[src/hdl/ppvc_pkg.sv]
// Shared widths and constants for the pure pursuit velocity command block.
// Holds the CORDIC arctangent table and the Q30 angle constants.
// No dependencies.
package ppvc_pkg;

   localparam int PW    = 24;  // waypoint and pose coordinate width
   localparam int DXW   = 25;  // coordinate difference width
   localparam int SQW   = 48;  // width of one squared difference
   localparam int D2W   = 50;  // width of a squared distance
   localparam int RTW   = 25;  // width of a distance
   localparam int DISTW = 23;  // width of the distance registers
   localparam int SPW   = 16;  // speed width
   localparam int NUMW  = SPW + DISTW;
   localparam int CXW   = 58;  // vectoring CORDIC datapath width
   localparam int AGW   = 35;  // Q30 angle width
   localparam int SCW   = 34;  // rotation CORDIC datapath width
   localparam int PRW   = 51;  // velocity product width
   localparam int VW    = 17;  // velocity width
   localparam int YAWW  = 16;
   localparam int ITW   = 5;
   localparam int ATAN_ENTRIES = 24;

   localparam logic [1:0] MODE_CLEAR   = 2'd0;
   localparam logic [1:0] MODE_APPEND  = 2'd1;
   localparam logic [1:0] MODE_COMPUTE = 2'd2;

   localparam logic [1:0] CSR_AHEAD = 2'd0;
   localparam logic [1:0] CSR_MAXSP = 2'd1;
   localparam logic [1:0] CSR_STOP  = 2'd2;
   localparam logic [1:0] CSR_SLOW  = 2'd3;

   localparam logic signed [AGW-1:0] Q_PI       = 35'sd3373259426;
   localparam logic signed [AGW-1:0] Q_HALF_PI  = 35'sd1686629713;
   localparam logic signed [AGW-1:0] Q_TWO_PI   = 35'sd6746518852;
   localparam logic signed [SCW-1:0] Q_INV_GAIN = 34'sd652032874;

   function automatic logic [29:0] atan_q30(input logic [ITW-1:0] idx);
      logic [29:0] v;
      case (idx)
         5'd0:  v = 30'd843314857;
         5'd1:  v = 30'd497837829;
         5'd2:  v = 30'd263043837;
         5'd3:  v = 30'd133525159;
         5'd4:  v = 30'd67021687;
         5'd5:  v = 30'd33543516;
         5'd6:  v = 30'd16775851;
         5'd7:  v = 30'd8388437;
         5'd8:  v = 30'd4194283;
         5'd9:  v = 30'd2097149;
         5'd10: v = 30'd1048576;
         5'd11: v = 30'd524288;
         5'd12: v = 30'd262144;
         5'd13: v = 30'd131072;
         5'd14: v = 30'd65536;
         5'd15: v = 30'd32768;
         5'd16: v = 30'd16384;
         5'd17: v = 30'd8192;
         5'd18: v = 30'd4096;
         5'd19: v = 30'd2048;
         5'd20: v = 30'd1024;
         5'd21: v = 30'd512;
         5'd22: v = 30'd256;
         5'd23: v = 30'd128;
         default: v = '0;
      endcase
      return v;
   endfunction

endpackage

[src/hdl/ppvc_sqrt.sv]
// Iterative integer square root, one result bit per cycle.
// Depends on ppvc_pkg for the operand and root widths.
module ppvc_sqrt
   import ppvc_pkg::*;
(
   input  logic           clock,
   input  logic           reset,
   input  logic           start,
   input  logic [D2W-1:0] radicand,
   output logic           done,
   output logic [RTW-1:0] root
);

   logic           busy_ff, busy_in;
   logic           done_ff, done_in;
   logic [D2W-1:0] n_ff, n_in;
   logic [D2W-1:0] r_ff, r_in;
   logic [D2W-1:0] bit_ff, bit_in;
   logic [D2W-1:0] trial;

   always_comb begin
      busy_in = busy_ff;
      done_in = 1'b0;
      n_in    = n_ff;
      r_in    = r_ff;
      bit_in  = bit_ff;
      trial   = r_ff + bit_ff;
      if (start) begin
         busy_in = 1'b1;
         n_in    = radicand;
         r_in    = '0;
         bit_in  = D2W'(1) << (D2W - 2);
      end else if (busy_ff) begin
         if (n_ff >= trial) begin
            n_in = n_ff - trial;
            r_in = (r_ff >> 1) + bit_ff;
         end else begin
            r_in = r_ff >> 1;
         end
         bit_in = bit_ff >> 2;
         if (bit_ff == D2W'(1)) begin
            busy_in = 1'b0;
            done_in = 1'b1;
         end
      end
   end

   always_ff @(posedge clock) begin
      if (reset) begin
         busy_ff <= 1'b0;
         done_ff <= 1'b0;
      end else begin
         busy_ff <= busy_in;
         done_ff <= done_in;
      end
      n_ff   <= n_in;
      r_ff   <= r_in;
      bit_ff <= bit_in;
   end

   assign done = done_ff;
   assign root = r_ff[RTW-1:0];

endmodule

[config.mk]
export PLATFORM = sky130hd
export DESIGN_NAME = ppvc_sqrt
export DESIGN_NICKNAME = d
export VERILOG_FILES = /design/src/hdl/ppvc_pkg.sv /design/src/hdl/ppvc_sqrt.sv
export SDC_FILE = /design/constraint.sdc
export NUM_CORES = 1
export LEC_CHECK = 0
export BUFFER_PORTS_ARGS = -buffer_cell sky130_fd_sc_hd__buf_2
export CAP_MARGIN = 20
export CORE_ASPECT_RATIO = 1.2
export CORE_MARGIN = 1.5
export CORE_UTILIZATION = 40
export DETAILED_ROUTE_END_ITERATION = 8
export SETUP_SLACK_MARGIN = 0.4
export SYNTH_ARGS = -nofsm -noshare
export SYNTH_HDL_FRONTEND = slang
export SYNTH_SLANG_ARGS = --single-unit
[constraint.sdc]
create_clock -name clock -period 11.7 [get_ports clock]
set_clock_uncertainty 0.1 [all_clocks]
set_input_delay 2.925 -clock clock [delete_from_list [all_inputs] [get_ports clock]]
set_output_delay 2.925 -clock clock [all_outputs]
set_load 0.005 [all_outputs]
==> metrics.md <==
| Metric | Value |
|---|---|
| Status | `finished, final reports clean` |
| Ys Warns | `0` |
| Tot Pwr | `3.00 mW` |
| Top post-synthesis cells by area | `dfxtp_1, edfxtp_1, ha_1` |
| Hold crit path type | `flop to flop` |
| First-pass GRT wire length | `57.2 mm` |
| Maximum clock path buffer count | `2` |
| Pre-CTS setup slack | `5.18 ns` |
| Endpoints failing hold | `0` |
| Setup Crit Path Kind | `flop to flop` |
| Drt pass-1 iters | `7` |
| CTS clk-pin slew, worst paths | `0.07 ns` |
| Mapped cell area | `between 0.01 and 0.015 mm²` |
| Reg-to-Reg Start | `r_ff[2]` |
| IO Pins | `79` |
| Cell taking the most area after synthesis | `dfxtp_1` |
| WP data arrival | `approximately 6.5 ns` |
| Most frequent cells after synthesis | `nand2_1, nor2_1, o21ai_0` |
| Beginning of the worst hold path | `r_ff[0]` |
| Rows | `69` |
| Sum Neg Setup Slack | `0 ns` |
| Gr usage total | `22.8%` |
| Final Worst Setup Slack | `5.14 ns` |
| DP HPWL | `about 26 mm` |
| WL/cell | `18.7 µm` |
| Vias post-DR | `11247` |
| P&R area growth vs syn | `7.38%` |
| Final Util | `43.8%` |
| Number of enable flip-flop cells after synthesis | `50` |
| Cells after Synth | `1498` |
| Detail Route Antenna Nets | `0` |
| Fraction of registers with async set/reset | `0%` |
| Worst setup path start | `r_ff[2]` |
| Final Cycle Share | `56.0%` |
| CTS resizes | `0` |
| Post-synth top flop | `dfxtp_1` |
| TritonCTS buffer count | `17` |
| Pwr Density | `between 200 and 250 mW/mm²` |
| RSZ-0062 raised after global routing | `no` |
| Starting density of the core | `40.8%` |
| CP endpoint kind | `flop` |
| Share of the yosys chip area belonging to registers | `25.1%` |
| Slowest stage delay, CP | `0.85 ns` |
| CP max stage cell | `or3_1` |
| Hold-fix buffers, CTS | `0` |
| Via-to-Cell Ratio | `a little under 6` |
| Ratio of cells with drive above 1 in the final layout | `a little under an eighth` |
| Die W | `about 160 µm` |
| Worst path cell trace | `ha_1 -> a31oi_1 -> a211oi_1 -> a21oi_1 -> o211ai_1 -> nand4_1 -> a31oi_1 -> nor2_1 -> xor2_1 -> ha_1 -> and3_1 -> nand4_1 -> nor4_1 -> or3_1 -> o21ai_2 -> o21ai_4 -> buf_4` |
| Startpoint types | `flop` |
| Root buf cell | `clkbuf_16` |
| Leak pwr | `5.06 nW` |
| Clock sink count | `127` |
| Die area | `0.0313 mm²` |
| Peak supply drop | `0.000107 V` |
| WP data required | `around 12 ns` |
| DRT iter0 DRCs | `664` |
| Register bit count reported by yosys | `127` |
| Rel. slew slack | `33.1%` |
| # diodes | `0` |
| Later-pin clock latency in the skew report | `between 0.4 and 0.5 ns` |
| Cell with the most instances after synthesis | `nand2_1` |
| Antenna violations before repair | `0` |
| Die height | `194 µm` |
| H-tree level count | `4` |
| CTS tree | `built` |
| Final count of pins violating max slew | `0` |
| CP max FO | `50` |
| Largest net degree at the start of global routing | `84` |
| Residual DRC | `0` |
| Final wirelength | `35.6 mm` |
| Total grt overflow | `0` |
| Final min period | `6.56 ns` |
| Syn Area/Cell | `between 8 and 9 µm²` |
| Placeable Area | `0.0297 mm²` |
| Synth Net Count | `roughly 1700` |
| Buffers on Ports | `78` |
| Placer Congestion | `0.871` |
| Fmax | `153 MHz` |
| Final setup vio count | `0` |
| Actual slew at the worst max-slew pin | `roughly 1.0 ns` |
| Total Nets Final | `1655` |
| Max Cap Viol | `0` |
| Number of global-route vias before repair | `10926` |
| Share of the synthesized area in the top cell type | `12.7%` |
| Setup bufs post-CTS | `0` |
| Netlist cell types | `91` |
## critical path, delay by kind of cell, from the launching register on
kind	cells	cell delay, ns
AOI/OAI and AO/OA	7	2.11
and+or+nand+nor	6	1.98
adders and majority gates	2	0.80
buffers and inverters	1	0.61
DFF	1	0.37
xor gates and xnor gates	1	0.17
## layer usage
layer | track usage [%] | share of wire [%] | up-vias
met4 | 8.19 | 2.9 | 0
met1 | 27.2 | 42 | 5351
li1 | - | - | 5550
met5 | 0 | 0 | -
met2 | 40.7 | 50 | 286
met3 | 3.72 | 4.6 | 60
## logic make-up (layout without fill, tap and decap cells)
kind of cell,Yosys count,after routing,synth area share (%)
compound gates,474,474,26.6
xor+xnor,112,112,8.10
fa+ha+maj,103,103,10.7
buf+inv,133,147,6.36
flops,127,127,25.1
mux,40,40,3.38
simple gates,509,509,19.7
## stage by stage
step	cell area [µm²]	hold slack, ns	std cells
final	13000	0.451	1902
after global routing	13000	0.481	1902
after CTS	13000	0.443	1902
after detailed placement	12400	0.421	1870
after global placement	12400	0.385	1870
after floorplan	12100	0.378	1498
## final cells by class
class | count | area [µm²]
well taps | 390 | 488
inverters | 29 | 109
fillers | 3055 | 16700
clock buffers | 20 | 478
multi-input cells | 1238 | 8310
flip-flops and latches | 127 | 3050
repair buffers | 86 | 453
clock inverters | 12 | 121
## power by group
| part | total, mW | switching [mW] | internal, mW |
|---|---|---|---|
| clock network | 0.553 | 0.232 | 0.321 |
| logic | 1.72 | 1.06 | 0.661 |
| registers | 0.727 | 0.111 | 0.616 |
## sequential cells by signal, summed over array words and instances, names as in the netlist
name,count
r_ff,50
busy_ff,1
done,1
bit_ff,25
n_ff,50
## final timing paths
kind | endpoint | slack, ns | cells past startpoint
worst min-delay path | r_ff[0] | 0.45 | 2
worst min register to register | r_ff[0] | 0.45 | 2
worst max register to register | n_ff[12] | 5.14 | 17
worst max-delay path | n_ff[12] | 5.14 | 17
## placed cells by master (no fill, tap or decap), types with 27 or more instances in the layout
cell type  netlist  routed
xnor2_1         46      46
mux2i_1         33      33
dfxtp_1         77      76
nand4_1         32      32
ha_1           102     102
xor2_1          66      66
buf_2           13      77
nand2_1        174     174
a31oi_1         45      45
a21oi_1        100     100
o21ai_0        104     103
a21o_1          28      28
edfxtp_1        50      50
nand3_1         27      27
nor2_1         152     152
inv_1           29      29
a211oi_1        27      27
Note: power is estimated with default switching activity, not from simulation.
