--- src/hdl/ppvc_pkg.sv ---
// Shared widths and constants for the pure pursuit velocity command block.
// Holds the CORDIC arctangent table and the Q30 angle constants.
// No dependencies.
package ppvc_pkg;

   localparam int PW    = 24;  // waypoint and pose coordinate width
   localparam int DXW   = 25;  // coordinate difference width
   localparam int SQW   = 48;  // width of one squared difference
   localparam int D2W   = 50;  // width of a squared distance
   localparam int RTW   = 25;  // width of a distance
   localparam int DISTW = 23;  // width of the distance registers
   localparam int SPW   = 16;  // speed width
   localparam int NUMW  = SPW + DISTW;
   localparam int CXW   = 58;  // vectoring CORDIC datapath width
   localparam int AGW   = 35;  // Q30 angle width
   localparam int SCW   = 34;  // rotation CORDIC datapath width
   localparam int PRW   = 51;  // velocity product width
   localparam int VW    = 17;  // velocity width
   localparam int YAWW  = 16;
   localparam int ITW   = 5;
   localparam int ATAN_ENTRIES = 24;

   localparam logic [1:0] MODE_CLEAR   = 2'd0;
   localparam logic [1:0] MODE_APPEND  = 2'd1;
   localparam logic [1:0] MODE_COMPUTE = 2'd2;

   localparam logic [1:0] CSR_AHEAD = 2'd0;
   localparam logic [1:0] CSR_MAXSP = 2'd1;
   localparam logic [1:0] CSR_STOP  = 2'd2;
   localparam logic [1:0] CSR_SLOW  = 2'd3;

   localparam logic signed [AGW-1:0] Q_PI       = 35'sd3373259426;
   localparam logic signed [AGW-1:0] Q_HALF_PI  = 35'sd1686629713;
   localparam logic signed [AGW-1:0] Q_TWO_PI   = 35'sd6746518852;
   localparam logic signed [SCW-1:0] Q_INV_GAIN = 34'sd652032874;

   function automatic logic [29:0] atan_q30(input logic [ITW-1:0] idx);
      logic [29:0] v;
      case (idx)
         5'd0:  v = 30'd843314857;
         5'd1:  v = 30'd497837829;
         5'd2:  v = 30'd263043837;
         5'd3:  v = 30'd133525159;
         5'd4:  v = 30'd67021687;
         5'd5:  v = 30'd33543516;
         5'd6:  v = 30'd16775851;
         5'd7:  v = 30'd8388437;
         5'd8:  v = 30'd4194283;
         5'd9:  v = 30'd2097149;
         5'd10: v = 30'd1048576;
         5'd11: v = 30'd524288;
         5'd12: v = 30'd262144;
         5'd13: v = 30'd131072;
         5'd14: v = 30'd65536;
         5'd15: v = 30'd32768;
         5'd16: v = 30'd16384;
         5'd17: v = 30'd8192;
         5'd18: v = 30'd4096;
         5'd19: v = 30'd2048;
         5'd20: v = 30'd1024;
         5'd21: v = 30'd512;
         5'd22: v = 30'd256;
         5'd23: v = 30'd128;
         default: v = '0;
      endcase
      return v;
   endfunction

endpackage

--- src/hdl/ppvc_div.sv ---
// Restoring divider for the speed ramp, one quotient bit per cycle.
// The quotient is known to fit in SPW bits. Depends on ppvc_pkg.
module ppvc_div
   import ppvc_pkg::*;
(
   input  logic             clock,
   input  logic             reset,
   input  logic             start,
   input  logic [NUMW-1:0]  num,
   input  logic [DISTW-1:0] den,
   output logic             done,
   output logic [SPW-1:0]   quo
);

   localparam int CNTW = $clog2(SPW);

   logic             busy_ff, busy_in;
   logic             done_ff, done_in;
   logic [CNTW-1:0]  cnt_ff, cnt_in;
   logic [DISTW-1:0] rem_ff, rem_in;
   logic [DISTW-1:0] den_ff, den_in;
   logic [SPW-1:0]   low_ff, low_in;
   logic [SPW-1:0]   q_ff, q_in;
   logic [DISTW:0]   rem2;

   always_comb begin
      busy_in = busy_ff;
      done_in = 1'b0;
      cnt_in  = cnt_ff;
      rem_in  = rem_ff;
      den_in  = den_ff;
      low_in  = low_ff;
      q_in    = q_ff;
      rem2    = {rem_ff, low_ff[SPW-1]};
      if (start) begin
         busy_in = 1'b1;
         cnt_in  = '0;
         rem_in  = num[NUMW-1:SPW];
         low_in  = num[SPW-1:0];
         den_in  = den;
         q_in    = '0;
      end else if (busy_ff) begin
         low_in = low_ff << 1;
         if (rem2 >= {1'b0, den_ff}) begin
            rem_in = DISTW'(rem2 - {1'b0, den_ff});
            q_in   = {q_ff[SPW-2:0], 1'b1};
         end else begin
            rem_in = rem2[DISTW-1:0];
            q_in   = {q_ff[SPW-2:0], 1'b0};
         end
         cnt_in = cnt_ff + 1'b1;
         if (cnt_ff == CNTW'(SPW - 1)) begin
            busy_in = 1'b0;
            done_in = 1'b1;
         end
      end
   end

   always_ff @(posedge clock) begin
      if (reset) begin
         busy_ff <= 1'b0;
         done_ff <= 1'b0;
      end else begin
         busy_ff <= busy_in;
         done_ff <= done_in;
      end
      cnt_ff <= cnt_in;
      rem_ff <= rem_in;
      den_ff <= den_in;
      low_ff <= low_in;
      q_ff   <= q_in;
   end

   assign done = done_ff;
   assign quo  = q_ff;

endmodule

--- config.mk ---
export PLATFORM = sky130hd
export DESIGN_NAME = ppvc_div
export DESIGN_NICKNAME = d
export VERILOG_FILES = /design/src/hdl/ppvc_pkg.sv /design/src/hdl/ppvc_div.sv
export SDC_FILE = /design/constraint.sdc
export NUM_CORES = 1
export LEC_CHECK = 0
export BUFFER_PORTS_ARGS = -buffer_cell sky130_fd_sc_hd__buf_2
export CORE_MARGIN = 2
export CORE_UTILIZATION = 56
export CTS_CLUSTER_SIZE = 20
export DETAILED_ROUTE_END_ITERATION = 7
export HOLD_SLACK_MARGIN = 0.1
export PLACE_DENSITY_LB_ADDON = 0.25
export SLEW_MARGIN = 5
export SYNTH_ARGS = -nofsm -noshare
export SYNTH_HDL_FRONTEND = slang
export SYNTH_SLANG_ARGS = --single-unit
--- constraint.sdc ---
create_clock -name clock -period 3.9 [get_ports clock]
set_input_delay 0.39 -clock clock [delete_from_list [all_inputs] [get_ports clock]]
set_output_delay 0.39 -clock clock [all_outputs]
set_load 0.02 [all_outputs]
==> flow_summary.ini <==
[outcome]
status = complete, no violations

[synth]
synth_seq_cells = 84
yosysTopAreaCell = edfxtp_1
synth.avg_cell_area_um2 = 11.2
synthTopCellsByArea = edfxtp_1 40%, dfxtp_1 9.4%, ha_1 6.4%
ys_types = 56
yosysSeqAreaShare_pct = 49.4
synth_edf_count = 62
netlist_instances = 417
synth_top_area_share_pct = 39.9
postSynth.asyncResetShare_pct = 0
synth_top_flop_cell = edfxtp_1
ys.warnings.count = 0
synth_nets = 507
syn_area_mm2 = 0.00466

[timing]
hold_viol_final = 0
setup-tns-final_ns = 0
worst_pin_slew_ns = 0.959
finalMaxSlewViolations = 0
rsz0062_at_grt = false
fin_skew_ns = 0.00989
timing.max_slew.rel_slack_pct = 36.1
period_share_pct = 84.9
setup_viol = 0
period_needed_ns = 3.31
fmax_mhz = 302

[run]
max-cap-violations = 0

[cts]
cts_buffers = 9
path_clk_slew_ns = 0.09
cts.htree.levels = 3
clockBufferDepth = 2
post_cts_resized = 0
cts_tree = done
cts_sinks = 84
clk_latency_ns = 0.36
postCtsSetupRepairBufs = 0
cts_root_buffer = clkbuf_8
cts_hold_buffers = 0

[floorplanning]
die_y_um = 95.3
die_w_um = 95.3
row_count = 33
initial_core_util_pct = 57.3
die_area_mm2 = 0.00908
io_pins = 82
core_area_mm2 = 0.00813

[drt]
vias = 3426
drt_iter0_drc = 177
wl_per_cell_um = 15.4
firstDrtPassIters = 4
ant_nets = 0
routed_wl_mm = 9.26
viasPerCell = 5.69
drc = 0

[worst_setup_path]
critPathLaunchType = register
critPathBufInv = 0
crit_slowest_cell = nor2_1
critPathCaptureType = register
worst_path_dominant_cell_family = simple AND/OR/NAND/NOR gates
slowest_delay_ns = 0.48
path_cells = ha_1 -> fa_1 -> and2b_1 -> o2111ai_1 -> a21oi_2 -> nor3_1 -> or2_1 -> o211a_2 -> nor2_1 -> a21oi_1
crit_type = register to register
required_ns = 3.99
worstPathMaxFanout = 24
critical_path_arrival_ns = 3.40

[global_route]
grt_pass1_vias = 3365
grt_pass1_wl_mm = 15.1
grt_overflow = 0
antenna_found_initial = 0
grtUsageTotal_pct = 21.4
grt_max_degree = 53

[place]
io_buffers = 81
dpl_cell_area_mm2 = 0.00512
gp_congestion = 0.914
place_hpwl_mm = 6.55
placed_cells = 586

[layout]
areaGrowthSynthToFinish_pct = 14.6
fin_cells = 602
final_util_pct = 65.7
layout_common_cells = 80 x buf_2, 62 x edfxtp_1, 28 x inv_1, 28 x nor2_1, 28 x nand2_1
stdcell_area_mm2 = 0.00535
n_antenna_cell = 0
drive_above_1_share_pct = 25.8
finalNetCount = 582
fillers = 653
final_common_cell = buf_2

[power]
power_leakage_nw = 2.32
p_comb_share_pct = 37.2
power.share.switching_pct = 34.3
worst_ir_drop_vdd_uv = 316
p_sw_mw = 1.03
p_int_mw = 1.97
clkPwrFrac_pct = 23.4
seq_power_share_pct = 39.4
cellPowerDensity_mw_per_mm2 = 560

[min_path]
hold_path_class = input pin to register
-- state kept, by name (all words and copies together) (netlist names) --
name	count
busy_ff	1
quo	16
den_ff	23
done	1
cnt_ff	4
low_ff	16
rem_ff	23
-- cell families (layout without fill, tap and decap cells) --
kind of cell    after synthesis  in the layout  share of synthesized area [%]
fa+ha+maj                    25             25                           6.87
flops                        84             84                           49.4
buf+inv                      49            129                           4.64
xor+xnor                     24             24                           4.51
simple gates                114            114                           13.0
mux                          35             35                           7.97
compound gates               86             86                           13.7
-- metrics by stage --
step	power [mW]	setup WS, ns	hold slack [ns]
3_3_place_gp	2.27	0.759	0.458
5_1_grt	3.18	0.371	0.183
2_1_floorplan	2.08	1.04	0.440
3_5_place_dp	2.30	0.630	0.461
4_1_cts	3.00	0.609	0.181
6_report	3.00	0.587	0.198
-- layer usage --
metal	up-vias	GRT usage, %	routed length (um)
met5	-	0	0
met4	0	8.09	148
met3	16	5.22	518
met2	87	35.6	4450
met1	1624	26.9	4140
li1	1699	-	-
-- cell type report --
| class | count | area [um^2] | area share, % |
|---|---|---|---|
| clock buffers | 10 | 128 | 2.39 |
| clock inverters | 6 | 96.3 | 1.80 |
| inverters | 28 | 105 | 1.97 |
| multi-input cells | 284 | 2150 | 40.1 |
| flip-flops and latches | 84 | 2300 | 43.1 |
| well taps | 105 | 131 | 2.46 |
| repair buffers | 85 | 438 | 8.19 |
-- cells in the mapped netlist, types with 9 or more instances --
cell type	number
edfxtp_1	62
inv_1	28
nand2_1	28
nor2_1	28
ha_1	24
dfxtp_1	22
a21oi_1	19
mux2i_1	18
mux2_2	17
xor2_1	13
o21ai_0	12
clkbuf_1	11
nand3b_1	11
xnor2_1	11
a21o_1	9
-- worst reg2reg max path, cell delays in order (launching register included) --
cell       delay, ns
edfxtp_1        0.37
ha_1            0.23
fa_1            0.41
and2b_1         0.24
o2111ai_1       0.16
a21oi_2         0.22
nor3_1          0.09
or2_1           0.27
o211a_2         0.43
nor2_1          0.49
a21oi_1         0.14
-- power groups by stage --
stage                     Clock, mW  Combinational [mW]  Sequential (mW)
final                         0.701                1.11             1.18
after global routing          0.746                1.24             1.20
after global placement            0                1.07             1.20
after detailed placement          0                1.10             1.20
after CTS                     0.714                1.11             1.18
after floorplan                   0               0.899             1.18
-- path summary, 6_finish.rpt --
path | from | end | slack [ns] | depth (start not counted)
max | den_ff[0] | rem_ff[22] | 0.59 | 10
min | reset | busy_ff | 0.20 | 2
max reg2reg | den_ff[0] | rem_ff[22] | 0.59 | 10
min reg2reg | cnt_ff[3] | done | 0.47 | 2
Note: power is estimated with default switching activity, not from simulation.
